--- config.mk ---
export PLATFORM = sky130hd
export DESIGN_NAME = length_prefixed_request_deframer_unit
export DESIGN_NICKNAME = d
export VERILOG_FILES = /design/src/design/lprd_pkg.sv /design/src/design/lprd_parser.sv /design/src/design/length_prefixed_request_deframer_unit.sv
export SDC_FILE = /design/constraint.sdc
export NUM_CORES = 1
export LEC_CHECK = 0
export ABC_AREA = 1
export BUFFER_PORTS_ARGS = -buffer_cell sky130_fd_sc_hd__clkbuf_2
export CAP_MARGIN = 20
export CORE_MARGIN = 1
export CORE_UTILIZATION = 60
export CTS_BUF_LIST = sky130_fd_sc_hd__clkbuf_4
export CTS_CLUSTER_DIAMETER = 200
export DETAILED_ROUTE_END_ITERATION = 8
export PLACE_DENSITY = 0.9
export SYNTH_ARGS = -nofsm -noshare
export SYNTH_HDL_FRONTEND = slang
export SYNTH_SLANG_ARGS = --single-unit
--- constraint.sdc ---
create_clock -name clk -period 12.5 [get_ports clk]
set_input_delay 1.875 -clock clk [delete_from_list [all_inputs] [get_ports clk]]
set_output_delay 1.875 -clock clk [all_outputs]
set_load 0.01 [all_outputs]
--- src/design/lprd_pkg.sv ---
// Shared types and constants for the length-prefixed request deframer.
`default_nettype none

package lprd_pkg;

    // Width of body and argument length counters.
    localparam int LENGTH_WIDTH = 24;
    localparam logic [31:0] LEN_MAX = 32'((64'd1 << LENGTH_WIDTH) - 64'd1);

    // Every length or count header is four little-endian bytes.
    localparam int HDR_BYTES = 4;

    localparam int MAX_LEN_W  = 24;
    localparam int MAX_ARGS_W = 16;
    localparam int ARG_IDX_W  = 16;
    localparam int CFG_IDX_W  = 1;
    localparam int CFG_DATA_W = 24;

    localparam logic [MAX_LEN_W-1:0]  MAX_LEN_RESET  = MAX_LEN_W'(4096);
    localparam logic [MAX_ARGS_W-1:0] MAX_ARGS_RESET = MAX_ARGS_W'(1024);

    localparam logic [CFG_IDX_W-1:0] REG_MAX_LEN  = 1'b0;
    localparam logic [CFG_IDX_W-1:0] REG_MAX_ARGS = 1'b1;

    typedef enum logic [2:0] {
        PH_LEN,
        PH_CNT,
        PH_ALEN,
        PH_DATA,
        PH_CLOSED
    } phase_t;

    typedef enum logic [2:0] {
        ST_OK,
        ST_TOO_LONG,
        ST_TOO_SHORT,
        ST_TOO_MANY_ARGS,
        ST_ARG_OVERRUN,
        ST_TRAILING,
        ST_CLOSED
    } status_t;

    typedef struct packed {
        logic                 data_valid;
        logic [7:0]           arg_byte;
        logic [ARG_IDX_W-1:0] arg_index;
        logic                 arg_end;
        logic                 request_end;
        status_t              status;
    } result_t;

endpackage

`default_nettype wire

--- src/design/lprd_parser.sv ---
// Request parse state and the per-beat next-state and result logic.
`default_nettype none

module lprd_parser
    import lprd_pkg::*;
(
    input  wire logic                  clk,
    input  wire logic                  rst_n,
    input  wire logic                  step,
    input  wire logic [7:0]            in_byte,
    input  wire logic                  restart,
    input  wire logic [MAX_LEN_W-1:0]  max_message_len,
    input  wire logic [MAX_ARGS_W-1:0] max_arg_count,
    output result_t                    res,
    output logic                       closed
);

    phase_t                  phase_reg, phase_next;
    logic [1:0]              cnt_reg, cnt_next;
    logic [31:0]             shift_reg, shift_next;
    logic [LENGTH_WIDTH-1:0] body_reg, body_next;
    logic [ARG_IDX_W-1:0]    args_reg, args_next;
    logic [ARG_IDX_W-1:0]    idx_reg, idx_next;
    logic [LENGTH_WIDTH-1:0] alen_reg, alen_next;

    logic [31:0]             shift_acc;
    logic [31:0]             hdr_val;
    logic                    hdr_done;
    logic [LENGTH_WIDTH-1:0] body_dec;
    logic [LENGTH_WIDTH-1:0] alen_dec;
    logic                    after;
    logic [ARG_IDX_W-1:0]    args_after;
    status_t                 st;

    assign shift_acc = shift_reg | (32'(in_byte) << {cnt_reg, 3'b000});
    assign hdr_val   = {in_byte, shift_reg[23:0]};
    assign hdr_done  = (cnt_reg == 2'd3);
    assign body_dec  = body_reg - LENGTH_WIDTH'(1);
    assign alen_dec  = alen_reg - LENGTH_WIDTH'(1);
    assign closed    = (phase_reg == PH_CLOSED);

    always_comb
    begin
        phase_next = phase_reg;
        cnt_next   = cnt_reg;
        shift_next = shift_reg;
        body_next  = body_reg;
        args_next  = args_reg;
        idx_next   = idx_reg;
        alen_next  = alen_reg;
        after      = 1'b0;
        args_after = args_reg;
        st         = ST_OK;
        res             = '0;
        res.arg_index   = idx_reg;

        if (restart)
        begin
            phase_next    = PH_LEN;
            cnt_next      = 2'd0;
            shift_next    = '0;
            body_next     = '0;
            args_next     = '0;
            idx_next      = '0;
            alen_next     = '0;
            res.arg_index = '0;
        end
        else
        begin
            case (phase_reg)
                PH_LEN:
                begin
                    cnt_next   = cnt_reg + 2'd1;
                    shift_next = hdr_done ? 32'd0 : shift_acc;
                    if (hdr_done)
                    begin
                        if (hdr_val > 32'(max_message_len) || hdr_val > LEN_MAX)
                            st = ST_TOO_LONG;
                        else if (hdr_val < 32'(HDR_BYTES))
                            st = ST_TOO_SHORT;
                        else
                        begin
                            body_next  = hdr_val[LENGTH_WIDTH-1:0];
                            phase_next = PH_CNT;
                        end
                    end
                end
                PH_CNT:
                begin
                    body_next  = body_dec;
                    cnt_next   = cnt_reg + 2'd1;
                    shift_next = hdr_done ? 32'd0 : shift_acc;
                    if (hdr_done)
                    begin
                        if (hdr_val > 32'(max_arg_count))
                            st = ST_TOO_MANY_ARGS;
                        else
                        begin
                            args_after = hdr_val[ARG_IDX_W-1:0];
                            args_next  = args_after;
                            idx_next   = '0;
                            after      = 1'b1;
                        end
                    end
                end
                PH_ALEN:
                begin
                    body_next  = body_dec;
                    cnt_next   = cnt_reg + 2'd1;
                    shift_next = hdr_done ? 32'd0 : shift_acc;
                    if (hdr_done)
                    begin
                        if (hdr_val > 32'(body_dec))
                            st = ST_ARG_OVERRUN;
                        else if (hdr_val == 32'd0)
                        begin
                            // empty argument ends on its last length byte
                            res.arg_end = 1'b1;
                            args_after  = args_reg - ARG_IDX_W'(1);
                            args_next   = args_after;
                            idx_next    = idx_reg + ARG_IDX_W'(1);
                            after       = 1'b1;
                        end
                        else
                        begin
                            alen_next  = hdr_val[LENGTH_WIDTH-1:0];
                            phase_next = PH_DATA;
                        end
                    end
                end
                PH_DATA:
                begin
                    res.data_valid = 1'b1;
                    res.arg_byte   = in_byte;
                    body_next      = body_dec;
                    alen_next      = alen_dec;
                    if (alen_dec == '0)
                    begin
                        res.arg_end = 1'b1;
                        args_after  = args_reg - ARG_IDX_W'(1);
                        args_next   = args_after;
                        idx_next    = idx_reg + ARG_IDX_W'(1);
                        after       = 1'b1;
                    end
                end
                default:
                begin
                    st = ST_CLOSED;
                end
            endcase

            // what follows a finished count header or argument
            if (after)
            begin
                if (args_after == '0)
                begin
                    if (body_dec == '0)
                    begin
                        res.request_end = 1'b1;
                        phase_next      = PH_LEN;
                        idx_next        = '0;
                    end
                    else
                        st = ST_TRAILING;
                end
                else if (body_dec < LENGTH_WIDTH'(HDR_BYTES))
                    st = ST_ARG_OVERRUN;
                else
                    phase_next = PH_ALEN;
            end

            if (st != ST_OK)
                phase_next = PH_CLOSED;
        end

        res.status = st;
    end

    always_ff @(posedge clk or negedge rst_n)
    begin
        if (!rst_n)
        begin
            phase_reg <= PH_LEN;
            cnt_reg   <= 2'd0;
            shift_reg <= '0;
            body_reg  <= '0;
            args_reg  <= '0;
            idx_reg   <= '0;
            alen_reg  <= '0;
        end
        else if (step)
        begin
            phase_reg <= phase_next;
            cnt_reg   <= cnt_next;
            shift_reg <= shift_next;
            body_reg  <= body_next;
            args_reg  <= args_next;
            idx_reg   <= idx_next;
            alen_reg  <= alen_next;
        end
    end

endmodule

`default_nettype wire

--- src/design/length_prefixed_request_deframer_unit.sv ---
// An accepted input beat is held in the input register; its result is then registered in the result register.
// Throughput: one byte per cycle while the output is not stalled; the parse state updates as a beat
// moves from the input register to the result register.
// Reset: rst_n is asynchronous, active low; parser returns to waiting for a
// body length, limits return to 4096 bytes and 1024 arguments.
`default_nettype none

module length_prefixed_request_deframer_unit
    import lprd_pkg::*;
(
    input  wire logic                  clk,
    input  wire logic                  rst_n,
    input  wire logic                  s_tvalid,
    output logic                       s_tready,
    input  wire logic [7:0]            s_tdata,   // [7:0] in_byte
    input  wire logic                  s_tuser,   // [0] restart
    output logic                       m_tvalid,
    input  wire logic                  m_tready,
    // [7:0] arg_byte, [23:8] arg_index, [24] request_end, [27:25] status, [31:28] zero
    output logic [31:0]                m_tdata,
    output logic                       m_tuser,   // [0] data_valid
    output logic                       m_tlast,   // arg_end
    input  wire logic                  cfg_we,
    input  wire logic [CFG_IDX_W-1:0]  cfg_index,
    input  wire logic [CFG_DATA_W-1:0] cfg_data
);

    logic [MAX_LEN_W-1:0]  max_len_reg;
    logic [MAX_ARGS_W-1:0] max_args_reg;

    logic       in_valid_reg;
    logic [7:0] in_byte_reg;
    logic       in_restart_reg;
    logic       out_valid_reg;
    result_t    out_reg;

    result_t    res;
    logic       closed;
    logic       advance;

    assign advance  = in_valid_reg && (!out_valid_reg || m_tready);
    assign s_tready = !in_valid_reg || advance;

    always_ff @(posedge clk or negedge rst_n)
    begin
        if (!rst_n)
        begin
            max_len_reg  <= MAX_LEN_RESET;
            max_args_reg <= MAX_ARGS_RESET;
        end
        else if (cfg_we)
        begin
            case (cfg_index)
                REG_MAX_LEN:  max_len_reg  <= cfg_data[MAX_LEN_W-1:0];
                REG_MAX_ARGS: max_args_reg <= cfg_data[MAX_ARGS_W-1:0];
                default:      ;
            endcase
        end
    end

    always_ff @(posedge clk or negedge rst_n)
    begin
        if (!rst_n)
            in_valid_reg <= 1'b0;
        else if (s_tready)
            in_valid_reg <= s_tvalid;
    end

    always_ff @(posedge clk)
    begin
        if (s_tvalid && s_tready)
        begin
            in_byte_reg    <= s_tdata;
            in_restart_reg <= s_tuser;
        end
    end

    lprd_parser u_parser (
        .clk             (clk),
        .rst_n           (rst_n),
        .step            (advance),
        .in_byte         (in_byte_reg),
        .restart         (in_restart_reg),
        .max_message_len (max_len_reg),
        .max_arg_count   (max_args_reg),
        .res             (res),
        .closed          (closed)
    );

    always_ff @(posedge clk or negedge rst_n)
    begin
        if (!rst_n)
            out_valid_reg <= 1'b0;
        else if (!out_valid_reg || m_tready)
            out_valid_reg <= in_valid_reg;
    end

    always_ff @(posedge clk)
    begin
        if (advance)
            out_reg <= res;
    end

    assign m_tvalid = out_valid_reg;
    assign m_tuser  = out_reg.data_valid;
    assign m_tlast  = out_reg.arg_end;
    assign m_tdata  = {4'b0000, out_reg.status, out_reg.request_end,
                       out_reg.arg_index, out_reg.arg_byte};

    // a completed request never carries an error
    a_req_end_ok: assert property (@(posedge clk) disable iff (!rst_n)
        out_valid_reg && out_reg.request_end |-> out_reg.status == ST_OK)
        else $error("request_end with error status");

    // a held input beat stays put while the output stalls
    a_in_hold: assert property (@(posedge clk) disable iff (!rst_n)
        in_valid_reg && !advance |=> in_valid_reg && $stable(in_byte_reg)
            && $stable(in_restart_reg))
        else $error("input register changed while stalled");

    // any flagged error leaves the parser closed
    a_err_closes: assert property (@(posedge clk) disable iff (!rst_n)
        advance && res.status != ST_OK |=> closed)
        else $error("parser not closed after error");

    // restart clears the argument index
    a_restart_idx: assert property (@(posedge clk) disable iff (!rst_n)
        advance && in_restart_reg |=> res.arg_index == '0)
        else $error("argument index not cleared by restart");

endmodule

`default_nettype wire

**Word-level counts from Yosys, hierarchy flattened**

Index checks and enable logic that the tools add are counted.

- Bits in read-only memories: 0
- Latch bits: 0
- Register bits: 198
- Input bits: 39
- Word-level logic and storage cells: 143
- Memories: 0
- Output and inout bits: 36
- Bits in writable memories: 0

- Shifts and indexed selects: 1
- Bitwise gates (word level): 5
- Div/mod/pow operators: 0
- $lt $le $gt $ge: 6
- Multiply operators: 0
- Reductions and logical operators: 25
- Muxes and demuxes: 72
- Add/sub/neg operators: 5
- Eq/ne operators: 10

Operators with widths:

| kind | count |
|---|---|
| 16-bit 2-to-1 mux | 18 |
| 24-bit 2-to-1 mux | 8 |
| 32-bit 2-to-1 mux | 3 |
| 16-bit case mux with 3 select lines | 2 |
| 24-bit case mux with 2 select lines | 2 |
| 3-bit 2-to-1 mux | 22 |
| 32-bit by 24-bit greater-than comparator with 1-bit output | 2 |
| 24-bit logical NOT | 2 |
| 24-bit by 1-bit subtractor with 24-bit output (second input constant) | 2 |
| 32-bit by 16-bit greater-than comparator with 1-bit output | 1 |
| 32-bit by 24-bit greater-than comparator with 1-bit output (second input constant) | 1 |
| 32-bit logical NOT | 1 |
| 32-bit by 3-bit less-than comparator with 1-bit output (second input constant) | 1 |
| 32-bit OR | 1 |
| 8-bit by 5-bit << shifter with 32-bit output | 1 |
| 24-bit by 3-bit less-than comparator with 1-bit output (second input constant) | 1 |
| 16-bit by 1-bit adder with 16-bit output (second input constant) | 1 |
| 16-bit logical NOT | 1 |
| 16-bit by 1-bit subtractor with 16-bit output (second input constant) | 1 |
| 3-bit inequality test (second input constant) | 4 |
| 3-bit case mux with 4 select lines | 1 |
| 5-bit AND reduction | 2 |
| 9-bit 2-to-1 mux | 1 |
| 3-bit nonzero test | 3 |
| other kinds (19) | 42 |

**Logic depth before layout (Yosys ltp)**

- Depth in word-level cells: 13
- Gate-level depth with buffers: 38
- Gate-level depth less buffers: 37

**By module**

Synthesis repeated with hierarchy kept, for this count alone.

- Cells, all modules: 1664
- Area, all modules: 12674.7 µm²

By module, submodules not included:

| module | instances | seq. area each (µm²) | area an instance (µm²) | cells an instance |
|---|---|---|---|---|
| lprd_parser | 1 | 2727.6 | 9759.4 | 1433 |
| length_prefixed_request_deframer_unit | 1 | 2224.6 | 2915.3 | 231 |

**Worst setup path after synthesis**

No wires, ideal clock.

- Kind: reg-to-reg
- Start point: register u_parser.body_reg[0]
- End point: register u_parser.idx_reg[10]
- Setup time: 180 ps
- Path buffers: 2
- Arrival: 4094 ps
- Required time: 12320 ps
- Clock period less this slack: 4274 ps
- Path slack: 8226 ps
- Cell stages (with the launch flop): 35
- Cells stage by stage: dfrtp_1 > inv_1 > nand3_1 > nor2_1 > inv_1 > nor2_1 > nand2_1 > nor4_2 > nand4_1 > nor4_1 > xnor2_1 > ha_1 > nand2_1 > nor2_1 > nand3_1 > nor2_1 > nand4_1 > nor2_1 > nor2_1 > nand2_1 > nand2_2 > nand3_1 > nand2_1 > buf_4 > a21oi_1 > nand2_1 > inv_1 > nand2_1 > nor2_1 > nand2_1 > nor2_4 > nand3_4 > buf_6 > o211ai_2 > o22ai_1

- Word-level cells in the longest chain between the ends: 10
- Elaborated cells between the ends (all ways): 19
- Those cells by class: 1 x add/sub; 1 x order compare; 15 x mux; 2 x reduce/logical

Ends and longest elaborated chain:

| item | line | source |
|---|---|---|
| start, declared | lprd_parser.sv:21 | `logic [LENGTH_WIDTH-1:0] body_reg, body_next;` |
| start signal, assigned | lprd_parser.sv:196 | `body_reg <= body_next;` |
| 24-bit by 1-bit subtractor with 24-bit output (*) | lprd_parser.sv:38 | `assign body_dec = body_reg - LENGTH_WIDTH'(1);` |
| 32-bit by 24-bit greater-than comparator with 1-bit output | lprd_parser.sv:113 | `if (hdr_val > 32'(body_dec))` |
| 16-bit 2-to-1 mux | lprd_parser.sv:113 |  |
| 16-bit 2-to-1 mux | lprd_parser.sv:111 | `if (hdr_done)` |
| 16-bit case mux with 3 select lines | lprd_parser.sv:70 | `case (phase_reg)` |
| 16-bit 2-to-1 mux | lprd_parser.sv:57 | `if (restart)` |
| 16-bit logical NOT | lprd_parser.sv:155 | `if (args_after == '0)` |
| 16-bit 2-to-1 mux | lprd_parser.sv:155 |  |
| 16-bit 2-to-1 mux (*) | lprd_parser.sv:153 | `if (after)` |
| 16-bit 2-to-1 mux (*) | lprd_parser.sv:57 |  |
| end signal, assigned | lprd_parser.sv:198 | `idx_reg <= idx_next;` |
| end, declared | lprd_parser.sv:23 | `logic [ARG_IDX_W-1:0] idx_reg, idx_next;` |

Every way passes the cells marked *; elsewhere a longest branch is shown, timed or not. The select of a mux whose other input is x is not followed.
A chain may end at the register's enable or synchronous reset.

**Final worst setup path**

- Start point: register u_parser.body_reg[0]
- End point: register u_parser.idx_reg[5]

Same word-level chain as after synthesis.

==> impl_metrics.yaml <==
outcome:
  status: "finished clean"
die:
  fp-row-count: 53
  design.die.area_mm2: 0.0222
  ios: 75
  core_region_area_mm2: 0.0211
  die_h_um: 149
  start_util: 0.614
  fp.dieW_um: 149
logic_synthesis:
  yosys.cell_count.top_type: "nand2_1"
  syn_area_mm2: 0.0130
  yosys_warnings: 0
  syn_area_per_cell_um2: 7.43
  syn_inst: 1743
  synth_top_cell_by_area: "dfrtp_1"
  synth_edf_count: 39
  yosysTopAreaCellShare: 0.288
  synth-seq-cells: 190
  dominantRegCellSynth: "dfrtp_1"
  seq_area_frac_synth: 0.382
  synthTopCellsByCount: "nand2_1, inv_1, nor2_1"
  synthArstFlopShare: 0.795
  synthTopCellsByArea: "dfrtp_1, nand2_1, edfxtp_1"
  yosysUniqueCellTypes: 53
timing:
  rsz0062_at_grt: "no"
  min_period_ns: 5.50
  finalHoldViolCount: 0
  slew_violations: 0
  max_freq_ghz: 0.182
  post-route-period-util: 0.440
  setup_violations: 0
  fin_skew_ns: 0.0253
  slew_headroom: 0.325
  timing.hold.ws_ns: 0.504
  setup-tns-final_ns: 0
  tightestPinTransition_ns: 1.01
final_layout:
  post-route-util: 0.653
  syn_to_final_growth_pct: 6.30
  drive_gt1_frac: 0.0958
  fin_nets: 1892
  largest_reg_flops: 28
setup_path:
  crit_slowest_cell: "dfrtp_1"
  critPathKind: "reg -> reg"
  max_stage_delay_ns: 0.42
  crit_path_start_kind: "flip-flop"
  cp-end-kind: "flip-flop"
  arrival_ns: 5.95
  crit_top_cell: "nand2_1"
  path_max_fanout: 17
  cp.required_ns: 12.95
clocking:
  numCtsBuffers: 17
  cts.clk_slew.worst_paths_ns: 0.16
  cts_sinks: 190
  clk_latency_ns: 0.60
  hold_buffers: 0
  clockBufferDepth: 2
  root_buffer: "clkbuf_4"
  cts_resized: 0
  post_cts.repair.setup_buffers: 0
  htree_num_levels: 4
  cts_tree: "yes"
routing:
  wirelength_mm: 36.4
  vias_per_cell: 6.08
  postRouteAntennaNets: 0
  vias: 12600
  detail_route.wl_per_cell_um: 17.6
  firstDrtPassIters: 6
  drt_iter0_markers: 1606
  remaining_drc_errors: 0
flow_run:
  drv_cap: 0
global_route:
  grt_max_degree: 77
  grt_pass1_wl_mm: 59.5
  track_usage: 0.340
  antenna_found_initial: 1
  gr-total-overflow: 0
  grt_pass1_vias: 11800
place:
  hpwl_mm: 25.8
  port_buffers: 70
  gp_congestion: 0.986
pwr:
  p_per_area_mw_per_mm2: 204
  leakagePower_nw: 6.85
  peakVddDrop_mv: 0.214
min_path:
  hold_class: "reg -> reg"
layout by cell type (no fill, tap or decap), types with 27 or more instances in the layout:
| cell | n |
|---|---|
| o211ai_1 | 29 |
| o22ai_1 | 33 |
| a21oi_1 | 92 |
| ha_1 | 70 |
| clkbuf_2 | 69 |
| nand2_1 | 392 |
| inv_1 | 228 |
| edfxtp_1 | 39 |
| xor2_1 | 45 |
| nand4_1 | 45 |
| nor2_1 | 179 |
| o21ai_0 | 126 |
| dfrtp_1 | 149 |
| nand3_1 | 85 |
| nor3_1 | 27 |
cells by family (layout without fill, tap and decap cells):
| group | Yosys count | count (layout) | synth area share |
|---|---|---|---|
| xor+xnor | 50 | 50 | 0.0344 |
| buf+inv | 307 | 357 | 0.0921 |
| fa+ha+maj | 70 | 70 | 0.0676 |
| flops | 190 | 190 | 0.382 |
| simple gates | 785 | 785 | 0.266 |
| compound gates | 340 | 340 | 0.157 |
| other cells | 1 | 5 | 0.000289 |
worst max-delay path, delay by kind of cell (launching register included):
kind                       cells  cell delay [ns]
adders and majority gates      1             0.32
AOI/OAI and AO/OA              2             0.30
DFF                            1             0.42
buffers and inverters          3             0.26
xor gates and xnor gates       1             0.24
and+or+nand+nor               26             3.81
final cells by class:
type / instances / area [um2]
well taps: 275 / 344
clock buffers: 21 / 158
flip-flops and latches: 190 / 4950
fillers: 1751 / 7320
multi-input cells: 1249 / 6830
repair buffers: 85 / 509
clock inverters: 11 / 78.8
diodes: 1 / 2.50
inverters: 240 / 901
per-stage QoR:
step / power, W / worst slack, ns / std cells / area (um2)
3_3_place_gp: 0.00239 / 7.32 / 2037 / 13500
4_1_cts: 0.00277 / 7.07 / 2069 / 13700
3_5_place_dp: 0.00246 / 7.11 / 2037 / 13500
2_1_floorplan: 0.00202 / 8.23 / 1746 / 13000
5_1_grt: 0.00303 / 6.51 / 2072 / 13800
6_report: 0.00282 / 7.00 / 2072 / 13800
power by group:
| part | leakage, nW | switching (W) | total, W | internal, W |
|---|---|---|---|---|
| registers | 2.37 | 0.000227 | 0.000978 | 0.000751 |
| clock network | 0.140 | 0.000223 | 0.000314 | 0.0000904 |
| logic | 4.33 | 0.000997 | 0.00152 | 0.000527 |
path summary, 6_finish.rpt:
kind	start	endpoint	slack [ns]	depth (start not counted)
hold / removal	max_len_reg[10]	max_len_reg[10]	0.50	2
setup reg to reg	u_parser.body_reg[0]	u_parser.idx_reg[5]	7.00	33
min in group asynchronous	rst_n	max_args_reg[11]	1.25	1
max in group asynchronous	rst_n	u_parser.idx_reg[7]	10.19	3
hold reg to reg	max_len_reg[10]	max_len_reg[10]	0.50	2
setup / recovery	u_parser.body_reg[0]	u_parser.idx_reg[5]	7.00	33
layer usage:
metal  share of wire  track usage  routed length (um)  up-vias
li1                -            -                   -     5906
met1            0.39        0.447               14200     5820
met2            0.46        0.541               16600      723
met3            0.11       0.0700                3930      148
met4           0.045        0.155                1650        0
met5               0            0                   0        -
(Power assumes the default switching activity.)
